===== src/design/kss_pkg.sv =====
// Shared widths and the per-cell control bundle for the streaming k-th smallest selector.
package kss_pkg;

	// Fixed field widths of the item and result beats
	localparam int RANK_BITS = 5;
	localparam int REF_BITS  = 32;
	localparam int WORD_BITS = 32;

	// Reset value of the rank register
	localparam logic [RANK_BITS-1:0] RANK_RESET = RANK_BITS'(1);

	// Control that the top level hands to every cell in a cycle
	typedef struct packed {
		logic accept;    // an input beat is taken this cycle
		logic last;      // that beat closes the list
		logic enter;     // the new item goes into the kept set
		logic in_rank;   // this cell sits below the current rank
		logic take_new;  // this cell is the insertion point if it moves
	} kss_ctl_t;

endpackage


===== src/design/kth_smallest_stream_select.sv =====
// Streaming k-th smallest selector: top level with the cell chain, rank register and result stage.
// Takes one item beat per clock and keeps the kth_rank smallest items of the current list in a
// sorted chain of K_MAX cells; each beat is compared against every cell and inserted in the same
// cycle, so the sustained rate is one item per cycle when not stalled, set by the compare-and-insert
// across the chain. The result beat for an item marked last_item appears on the output register
// in the cycle after that item is taken. Equal weights rank by arrival, earlier first. If the list
// held fewer than kth_rank items, short_list is set and the largest kept item is returned.
// kth_rank of 0 acts as 1 and values above K_MAX act as K_MAX. The input stalls only while a
// finished result waits to be taken.
module kth_smallest_stream_select #(
	parameter int K_MAX       = 16,
	parameter int WEIGHT_BITS = 32
) (
	input  logic                            clk,
	input  logic                            arst_n,
	// rank register write channel
	input  logic                            cfg_valid,
	output logic                            cfg_ready,
	input  logic [kss_pkg::RANK_BITS-1:0]   kth_rank,
	// item channel
	input  logic                            in_valid,
	output logic                            in_ready,
	input  logic [kss_pkg::WORD_BITS-1:0]   edge_weight,
	input  logic [kss_pkg::REF_BITS-1:0]    edge_ref,
	input  logic                            last_item,
	// result channel
	output logic                            out_valid,
	input  logic                            out_ready,
	output logic [kss_pkg::WORD_BITS-1:0]   kth_weight,
	output logic [kss_pkg::REF_BITS-1:0]    kth_ref,
	output logic                            short_list
);

	localparam int KW  = (K_MAX > 1) ? $clog2(K_MAX) : 1;
	localparam int CB  = ($clog2(K_MAX + 1) > kss_pkg::RANK_BITS) ?
	                     $clog2(K_MAX + 1) : kss_pkg::RANK_BITS;

	logic [kss_pkg::RANK_BITS-1:0] rank_q;
	logic [CB-1:0]                 rank_c;
	logic [KW-1:0]                 km1;

	logic                          accept;
	logic                          enter;
	logic [WEIGHT_BITS-1:0]        w_in;

	logic [K_MAX-1:0]              act;
	logic [K_MAX-1:0]              le;
	logic [K_MAX-1:0]              in_rank;
	logic [K_MAX-1:0]              nv;
	logic [K_MAX-1:0]              sel;
	logic [WEIGHT_BITS-1:0]        cw   [K_MAX];
	logic [kss_pkg::REF_BITS-1:0]  cr   [K_MAX];
	logic [WEIGHT_BITS-1:0]        nw   [K_MAX];
	logic [kss_pkg::REF_BITS-1:0]  nr   [K_MAX];

	logic [WEIGHT_BITS-1:0]        pick_w;
	logic [kss_pkg::REF_BITS-1:0]  pick_r;

	logic                          out_valid_q;
	logic [kss_pkg::WORD_BITS-1:0] kth_weight_q;
	logic [kss_pkg::REF_BITS-1:0]  kth_ref_q;
	logic                          short_list_q;

	// Rank register, always writable
	assign cfg_ready = 1'b1;

	always_ff @(posedge clk or negedge arst_n) begin
		if (!arst_n) begin
			rank_q <= kss_pkg::RANK_RESET;
		end else if (cfg_valid && cfg_ready) begin
			rank_q <= kth_rank;
		end
	end

	// Clamp rank to 1..K_MAX and form the index of the k-th slot
	always_comb begin
		rank_c = CB'(rank_q);
		if (rank_c == '0) begin
			rank_c = CB'(1);
		end
		if (rank_c > CB'(K_MAX)) begin
			rank_c = CB'(K_MAX);
		end
		km1 = KW'(rank_c - CB'(1));
	end

	// Handshake: take items unless a finished result is stuck
	assign in_ready = ~out_valid_q | out_ready;
	assign accept   = in_valid & in_ready;
	assign w_in     = WEIGHT_BITS'(edge_weight);

	// New item enters unless the k-th slot is full and not above it
	assign enter = ~le[km1];

	// Cell chain
	for (genvar i = 0; i < K_MAX; i++) begin : g_cell
		kss_pkg::kss_ctl_t ctl;

		assign in_rank[i]  = (KW'(i) <= km1);
		assign ctl.accept  = accept;
		assign ctl.last    = last_item;
		assign ctl.enter   = enter;
		assign ctl.in_rank = in_rank[i];

		if (i == 0) begin : g_head
			assign ctl.take_new = 1'b1;
			kss_cell #(.WB(WEIGHT_BITS)) u_cell (
				.clk         (clk),
				.arst_n      (arst_n),
				.ctl         (ctl),
				.new_weight  (w_in),
				.new_ref     (edge_ref),
				.prev_act    (1'b0),
				.prev_weight (w_in),
				.prev_ref    (edge_ref),
				.act         (act[i]),
				.le          (le[i]),
				.weight      (cw[i]),
				.ref_out     (cr[i]),
				.nxt_valid   (nv[i]),
				.nxt_weight  (nw[i]),
				.nxt_ref     (nr[i])
			);
		end else begin : g_body
			assign ctl.take_new = le[i-1];
			kss_cell #(.WB(WEIGHT_BITS)) u_cell (
				.clk         (clk),
				.arst_n      (arst_n),
				.ctl         (ctl),
				.new_weight  (w_in),
				.new_ref     (edge_ref),
				.prev_act    (act[i-1]),
				.prev_weight (cw[i-1]),
				.prev_ref    (cr[i-1]),
				.act         (act[i]),
				.le          (le[i]),
				.weight      (cw[i]),
				.ref_out     (cr[i]),
				.nxt_valid   (nv[i]),
				.nxt_weight  (nw[i]),
				.nxt_ref     (nr[i])
			);
		end
	end

	// Last valid slot after insertion: k-th slot, or the largest item on a short list
	always_comb begin
		for (int i = 0; i < K_MAX - 1; i++) begin
			sel[i] = nv[i] & ~nv[i+1];
		end
		sel[K_MAX-1] = nv[K_MAX-1];
	end

	always_comb begin
		pick_w = '0;
		pick_r = '0;
		for (int i = 0; i < K_MAX; i++) begin
			pick_w = pick_w | (nw[i] & {WEIGHT_BITS{sel[i]}});
			pick_r = pick_r | (nr[i] & {kss_pkg::REF_BITS{sel[i]}});
		end
	end

	// Result register
	always_ff @(posedge clk or negedge arst_n) begin
		if (!arst_n) begin
			out_valid_q <= 1'b0;
		end else if (accept && last_item) begin
			out_valid_q <= 1'b1;
		end else if (out_ready) begin
			out_valid_q <= 1'b0;
		end
	end

	always_ff @(posedge clk) begin
		if (accept && last_item) begin
			kth_weight_q <= kss_pkg::WORD_BITS'(pick_w);
			kth_ref_q    <= pick_r;
			short_list_q <= ~nv[km1];
		end
	end

	assign out_valid  = out_valid_q;
	assign kth_weight = kth_weight_q;
	assign kth_ref    = kth_ref_q;
	assign short_list = short_list_q;

	// Counting slots always form an unbroken run from the head
	a_prefix: assert property (@(posedge clk) disable iff (!arst_n)
		((act >> 1) & ~act) == '0)
		else $error("kept slots not contiguous");

	// A closing item always produces a result beat next cycle
	a_result: assert property (@(posedge clk) disable iff (!arst_n)
		(accept && last_item) |=> out_valid)
		else $error("closing item gave no result");

	// The chain is empty after a list closes
	a_clear: assert property (@(posedge clk) disable iff (!arst_n)
		(accept && last_item) |=> (act == '0))
		else $error("chain not cleared after last item");

	// Kept weights stay in ascending order
	for (genvar j = 1; j < K_MAX; j++) begin : g_order
		a_sorted: assert property (@(posedge clk) disable iff (!arst_n)
			act[j] |-> (cw[j-1] <= cw[j]))
			else $error("kept weights out of order");
	end

endmodule


===== src/design/kss_cell.sv =====
// One sorted slot of the insertion chain: holds an item, compares, and takes from its left neighbor.
module kss_cell #(
	parameter int WB = 32
) (
	input  logic                          clk,
	input  logic                          arst_n,
	input  kss_pkg::kss_ctl_t             ctl,
	input  logic [WB-1:0]                 new_weight,
	input  logic [kss_pkg::REF_BITS-1:0]  new_ref,
	input  logic                          prev_act,
	input  logic [WB-1:0]                 prev_weight,
	input  logic [kss_pkg::REF_BITS-1:0]  prev_ref,
	output logic                          act,
	output logic                          le,
	output logic [WB-1:0]                 weight,
	output logic [kss_pkg::REF_BITS-1:0]  ref_out,
	output logic                          nxt_valid,
	output logic [WB-1:0]                 nxt_weight,
	output logic [kss_pkg::REF_BITS-1:0]  nxt_ref
);

	logic                         valid_q;
	logic [WB-1:0]                weight_q;
	logic [kss_pkg::REF_BITS-1:0] ref_q;

	// Slot counts only while it lies below the rank; ties keep earlier arrivals first
	assign act     = valid_q & ctl.in_rank;
	assign le      = act & (weight_q <= new_weight);
	assign weight  = weight_q;
	assign ref_out = ref_q;

	// Next content: hold, take the new item, or shift in from the left
	always_comb begin
		nxt_weight = weight_q;
		nxt_ref    = ref_q;
		nxt_valid  = act;
		priority if (!ctl.in_rank) begin
			nxt_valid = 1'b0;
		end else if (!ctl.enter || le) begin
			nxt_valid = act;
		end else if (ctl.take_new) begin
			nxt_weight = new_weight;
			nxt_ref    = new_ref;
			nxt_valid  = 1'b1;
		end else begin
			nxt_weight = prev_weight;
			nxt_ref    = prev_ref;
			nxt_valid  = prev_act;
		end
	end

	// Valid clears at the end of each list
	always_ff @(posedge clk or negedge arst_n) begin
		if (!arst_n) begin
			valid_q <= 1'b0;
		end else if (ctl.accept) begin
			valid_q <= nxt_valid & ~ctl.last;
		end
	end

	// Payload
	always_ff @(posedge clk) begin
		if (ctl.accept) begin
			weight_q <= nxt_weight;
			ref_q    <= nxt_ref;
		end
	end

endmodule

===== config.mk =====
export PLATFORM = sky130hd
export DESIGN_NAME = kth_smallest_stream_select
export DESIGN_NICKNAME = d
export VERILOG_FILES = /design/src/design/kss_pkg.sv /design/src/design/kth_smallest_stream_select.sv /design/src/design/kss_cell.sv
export SDC_FILE = /design/constraint.sdc
export NUM_CORES = 2
export LEC_CHECK = 0
export BUFFER_PORTS_ARGS = -buffer_cell sky130_fd_sc_hd__buf_2
export CORE_ASPECT_RATIO = 1.75
export CORE_MARGIN = 4
export CORE_UTILIZATION = 34
export CTS_CLUSTER_DIAMETER = 150
export DETAILED_ROUTE_END_ITERATION = 10
export PLACE_DENSITY_LB_ADDON = 0.25
export SETUP_SLACK_MARGIN = 0.3
export SYNTH_ARGS = -nofsm -noshare
export SYNTH_HDL_FRONTEND = slang
export SYNTH_SLANG_ARGS = --single-unit
export TNS_END_PERCENT = 30

===== constraint.sdc =====
create_clock -name clk -period 31.6 [get_ports clk]
set_input_delay 9.48 -clock clk [delete_from_list [all_inputs] [get_ports clk]]
set_output_delay 9.48 -clock clk [all_outputs]
set_load 0.01 [all_outputs]

==> metrics.txt <==
# TYPE chip_impl_metric gauge
chip_impl_metric{name="drt_iter0_markers",unit=""} 10000
chip_impl_metric{name="post-layout-total-power",unit="uW"} 5980
chip_impl_metric{name="yosys_warnings",unit=""} 0
chip_impl_metric{name="crit_path_max_fanout",unit=""} 3
chip_impl_metric{name="fp.dieArea",unit="um2"} 229000
chip_impl_info{name="yosys.area.top_type",value="edfxtp_1"} 1
chip_impl_metric{name="core_area",unit="um2"} 221000
chip_impl_metric{name="rrSetupSlack",unit="ns"} 21.66
chip_impl_metric{name="postCtsResizedCells",unit=""} 0
chip_impl_metric{name="grtUsageTotal",unit="%"} 37.8
chip_impl_metric{name="cp_data_required_time",unit="ns"} 22.12
chip_impl_info{name="clock_tree.root_cell",value="clkbuf_16"} 1
chip_impl_metric{name="initial_antenna_violation_count",unit=""} 82
chip_impl_metric{name="drc",unit=""} 0
chip_impl_metric{name="via_per_inst",unit=""} 6.75
chip_impl_metric{name="detailed_route_wire_length_per_cell",unit="um"} 42.7
chip_impl_info{name="worst_setup_path_endpoint",value="in_ready"} 1
chip_impl_metric{name="max_cap_violations",unit=""} 1
chip_impl_metric{name="pre_cts_worst_setup_slack",unit="ns"} 12.20
chip_impl_metric{name="final_min_period_over_clock_period",unit="%"} 61.4
chip_impl_info{name="synthMostInstantiatedCell",value="edfxtp_1"} 1
chip_impl_metric{name="cts_made_buffers",unit=""} 115
chip_impl_metric{name="grt_overflow",unit=""} 0
chip_impl_metric{name="ys_seq_area_share",unit="%"} 44.1
chip_impl_info{name="regToRegEndpoint",value="kth_ref[31]"} 1
chip_impl_metric{name="power_frac_comb",unit="%"} 36.6
chip_impl_info{name="violated_checks",value="capacitance limit, slew limit"} 1
chip_impl_info{name="cts_tree",value="built"} 1
chip_impl_metric{name="synth_fp_nets",unit=""} 8087
chip_impl_info{name="rsz0062_at_grt",value="no"} 1
chip_impl_metric{name="postCtsSetupBuffers",unit=""} 0
chip_impl_metric{name="die_height",unit="um"} 631
chip_impl_info{name="crit_path_start_kind",value="input pin"} 1
chip_impl_metric{name="post_synth_num_cell_types",unit=""} 98
chip_impl_metric{name="p_clk_share",unit="%"} 24.8
chip_impl_metric{name="netlist.area_leader.share",unit="%"} 43.4
chip_impl_metric{name="area_delta_synth_final",unit="%"} 11.1
chip_impl_metric{name="final_layout_size_suffix_gt1_share",unit="%"} 11.4
chip_impl_metric{name="fmax",unit="MHz"} 51.5
chip_impl_metric{name="timing.final.hold_violations",unit=""} 0
chip_impl_metric{name="timing.final.setup_violations",unit=""} 0
chip_impl_metric{name="clk_transition_reported_paths",unit="ns"} 0.07
chip_impl_metric{name="power.ir.vdd_worst",unit="uV"} 57.0
chip_impl_metric{name="dieWidth",unit="um"} 364
chip_impl_info{name="critPathKind",value="input pin to output pin"} 1
chip_impl_metric{name="post_synth_inst_count",unit=""} 7497
chip_impl_metric{name="cts-htree-levels",unit=""} 3
chip_impl_metric{name="cts_buffer_depth",unit=""} 3
chip_impl_metric{name="sw_frac_of_total",unit="%"} 42.1
chip_impl_info{name="holdCritPathClass",value="register to register"} 1
chip_impl_metric{name="dp_hpwl",unit="um"} 296000
chip_impl_metric{name="netSwitchingPower",unit="uW"} 2520
chip_impl_metric{name="syn_area_per_cell",unit="um2"} 10.0
chip_impl_metric{name="final-max-slew-violation-count",unit=""} 4
chip_impl_metric{name="cts_hold_buffers",unit=""} 0
chip_impl_metric{name="drt_wl_total",unit="um"} 447000
chip_impl_metric{name="length_in_cells_of_the_worst_reg_to_reg_path",unit=""} 20
chip_impl_metric{name="ys_async_sr_fraction",unit="%"} 1.98
chip_impl_metric{name="clk-insertion-delay-late",unit="ns"} 0.81
chip_impl_metric{name="maximum_number_of_pins_on_one_net_before_global_route_repair",unit=""} 167
chip_impl_metric{name="setup_ws",unit="ns"} 12.20
chip_impl_info{name="synthTopCellsByArea",value="edfxtp_1 43%, ha_1 8.6%, mux2i_1 8.5%"} 1
chip_impl_metric{name="final_antenna_net_count",unit=""} 0
chip_impl_metric{name="timing.slew.headroom",unit="%"} -11.8
chip_impl_metric{name="worstMarginPinSlew",unit="ns"} 1.66
chip_impl_metric{name="via_count",unit=""} 70700
chip_impl_metric{name="gp_congestion",unit=""} 1.10
chip_impl_info{name="netlist_top_cells_count",value="1089 x edfxtp_1, 940 x a21oi_1, 779 x nor2_1"} 1
chip_impl_metric{name="number_of_global_route_vias_before_repair",unit=""} 66500
chip_impl_info{name="setup.worst_path.end_class",value="output pin"} 1
chip_impl_metric{name="finalClockSkew",unit="ns"} 0.0507
chip_impl_metric{name="seq_power_share",unit="%"} 38.6
chip_impl_metric{name="ys_ff_latch",unit=""} 1111
chip_impl_info{name="crit-reg2reg-launch",value="rank_q[4]"} 1
chip_impl_info{name="synth_top_flop_cell",value="edfxtp_1"} 1
chip_impl_info{name="cp-startpoint",value="out_ready"} 1
chip_impl_metric{name="dp_cells",unit=""} 10200
chip_impl_info{name="run_status",value="finished with violations"} 1
chip_impl_metric{name="design.portCount",unit=""} 143
chip_impl_metric{name="firstDrtPassIters",unit=""} 6
chip_impl_metric{name="port-buffer-count",unit=""} 141
chip_impl_metric{name="period_minus_slack",unit="ns"} 19.40
chip_impl_metric{name="finalHoldWorstSlack",unit="ns"} 0.522
chip_impl_metric{name="core.rowCount",unit=""} 228
chip_impl_metric{name="syn_area",unit="um2"} 75300
chip_impl_metric{name="finalSetupTns",unit="ns"} 0
chip_impl_metric{name="power.static_leakage",unit="uW"} 0.0312
chip_impl_metric{name="synth-edff-count",unit=""} 1089
chip_impl_metric{name="num-nets-final",unit=""} 8003
chip_impl_metric{name="internal-power",unit="uW"} 3460
chip_impl_metric{name="layoutNonFillerInstCount",unit=""} 10500
chip_impl_metric{name="cp.arrival",unit="ns"} 9.92
chip_impl_metric{name="clk_sinks",unit=""} 1111
chip_impl_metric{name="p_per_area",unit="nW/um2"} 71.5
chip_impl_metric{name="grt_first_pass_wirelength",unit="um"} 589000
chip_impl_metric{name="initial_core_util",unit="%"} 34.2
## worst min path at each step
stage	start	to	slack [ns]	cells after the start
floorplan	g_cell[0].g_head.u_cell.valid_q	g_cell[0].g_head.u_cell.valid_q	0.46	2
global placement	g_cell[10].g_body.u_cell.valid_q	g_cell[10].g_body.u_cell.valid_q	0.50	1
detailed placement	g_cell[10].g_body.u_cell.valid_q	g_cell[10].g_body.u_cell.valid_q	0.51	1
CTS	g_cell[10].g_body.u_cell.valid_q	g_cell[10].g_body.u_cell.valid_q	0.52	1
global route	g_cell[10].g_body.u_cell.valid_q	g_cell[10].g_body.u_cell.valid_q	0.53	1
finish	g_cell[10].g_body.u_cell.valid_q	g_cell[10].g_body.u_cell.valid_q	0.52	1
## critical path, stage by stage
cell,delay (ns)
buf_2,0.10
nand2b_1,0.18
buf_2,0.16
## stage by stage
| stage | instance area [um2] | util [%] |
|---|---|---|
| 2_1_floorplan | 75300 | - |
| 3_3_place_gp | 79600 | 36.1 |
| 3_5_place_dp | 79600 | 36.1 |
| 4_1_cts | 83400 | 37.8 |
| 5_1_grt | 83600 | 37.9 |
| 6_report | 83700 | 38.0 |
## cell families (layout without fill, tap and decap cells)
| group | count (synthesis) | count (layout) | share of synthesized area [%] |
|---|---|---|---|
| multiplexers | 846 | 846 | 11.6 |
| AND/OR/NAND/NOR | 1850 | 1850 | 11.2 |
| AO/OA/AOI/OAI | 2411 | 2411 | 20.5 |
| adder cells (fa/ha/maj) | 515 | 515 | 8.55 |
| other | 1 | 92 | 0.00498 |
| XOR/XNOR | 2 | 2 | 0.0233 |
| buffers and inverters | 761 | 771 | 4.04 |
| flip-flops | 1111 | 1111 | 44.1 |
## power by group through the flow
stage | clock (uW) | sequential [uW] | combinational, uW
final | 1480 | 2310 | 2190
after global routing | 1540 | 2320 | 2280
after CTS | 1490 | 2300 | 2090
after detailed placement | 0 | 2320 | 2080
after global placement | 0 | 2320 | 2060
after floorplan | 0 | 2220 | 1210
## flip-flops by register name, summed over array words and instances (netlist names)
register / cells
out_valid: 1
g_cell.g_body.u_cell.weight: 480
g_cell.g_head.u_cell.weight: 32
kth_weight: 32
short_list: 1
rank_q: 5
g_cell.g_head.u_cell.valid_q: 1
g_cell.g_body.u_cell.ref_out: 480
g_cell.g_body.u_cell.valid_q: 15
kth_ref: 32
g_cell.g_head.u_cell.ref_out: 32
## layout make-up
| class | instances | area, um2 |
|---|---|---|
| Multi-Input combinational cell | 5625 | 39600 |
| Tap cell | 2875 | 3600 |
| Inverter | 193 | 731 |
| Sequential cell | 1111 | 33300 |
| Fill cell | 21900 | 137000 |
| Antenna cell | 91 | 228 |
| Timing Repair Buffer | 367 | 2520 |
| Clock inverter | 74 | 772 |
| Clock buffer | 137 | 3040 |
## metal layers
metal	track usage [%]	wire length, um
met1	40.1	146000
met2	60.1	204000
met3	9.01	42000
met4	38.1	55000
met5	0	233
## cell usage in the layout (no fill, tap or decap), types with 19 or more instances in the layout
cell type,n
a222oi_1,20
a211oi_1,297
o211a_1,19
nor2b_1,44
buf_2,141
a2111oi_0,93
a221oi_1,54
buf_4,215
dfrtp_1,21
nor3_1,43
o21a_1,24
clkbuf_16,118
o21ai_0,463
diode_2,91
o211ai_1,37
nor2_1,767
nand3_1,67
a21o_1,56
a21oi_1,939
a22o_1,90
edfxtp_1,1089
a2111o_1,20
nand2_1,471
mux2_2,208
a22oi_1,26
ha_1,515
mux2i_1,635
a221o_1,32
o32ai_1,47
inv_1,158
nor4_1,63
clkinv_1,58
and2_1,65
a32o_1,21
nand4_1,159
(Power assumes the default switching activity.)
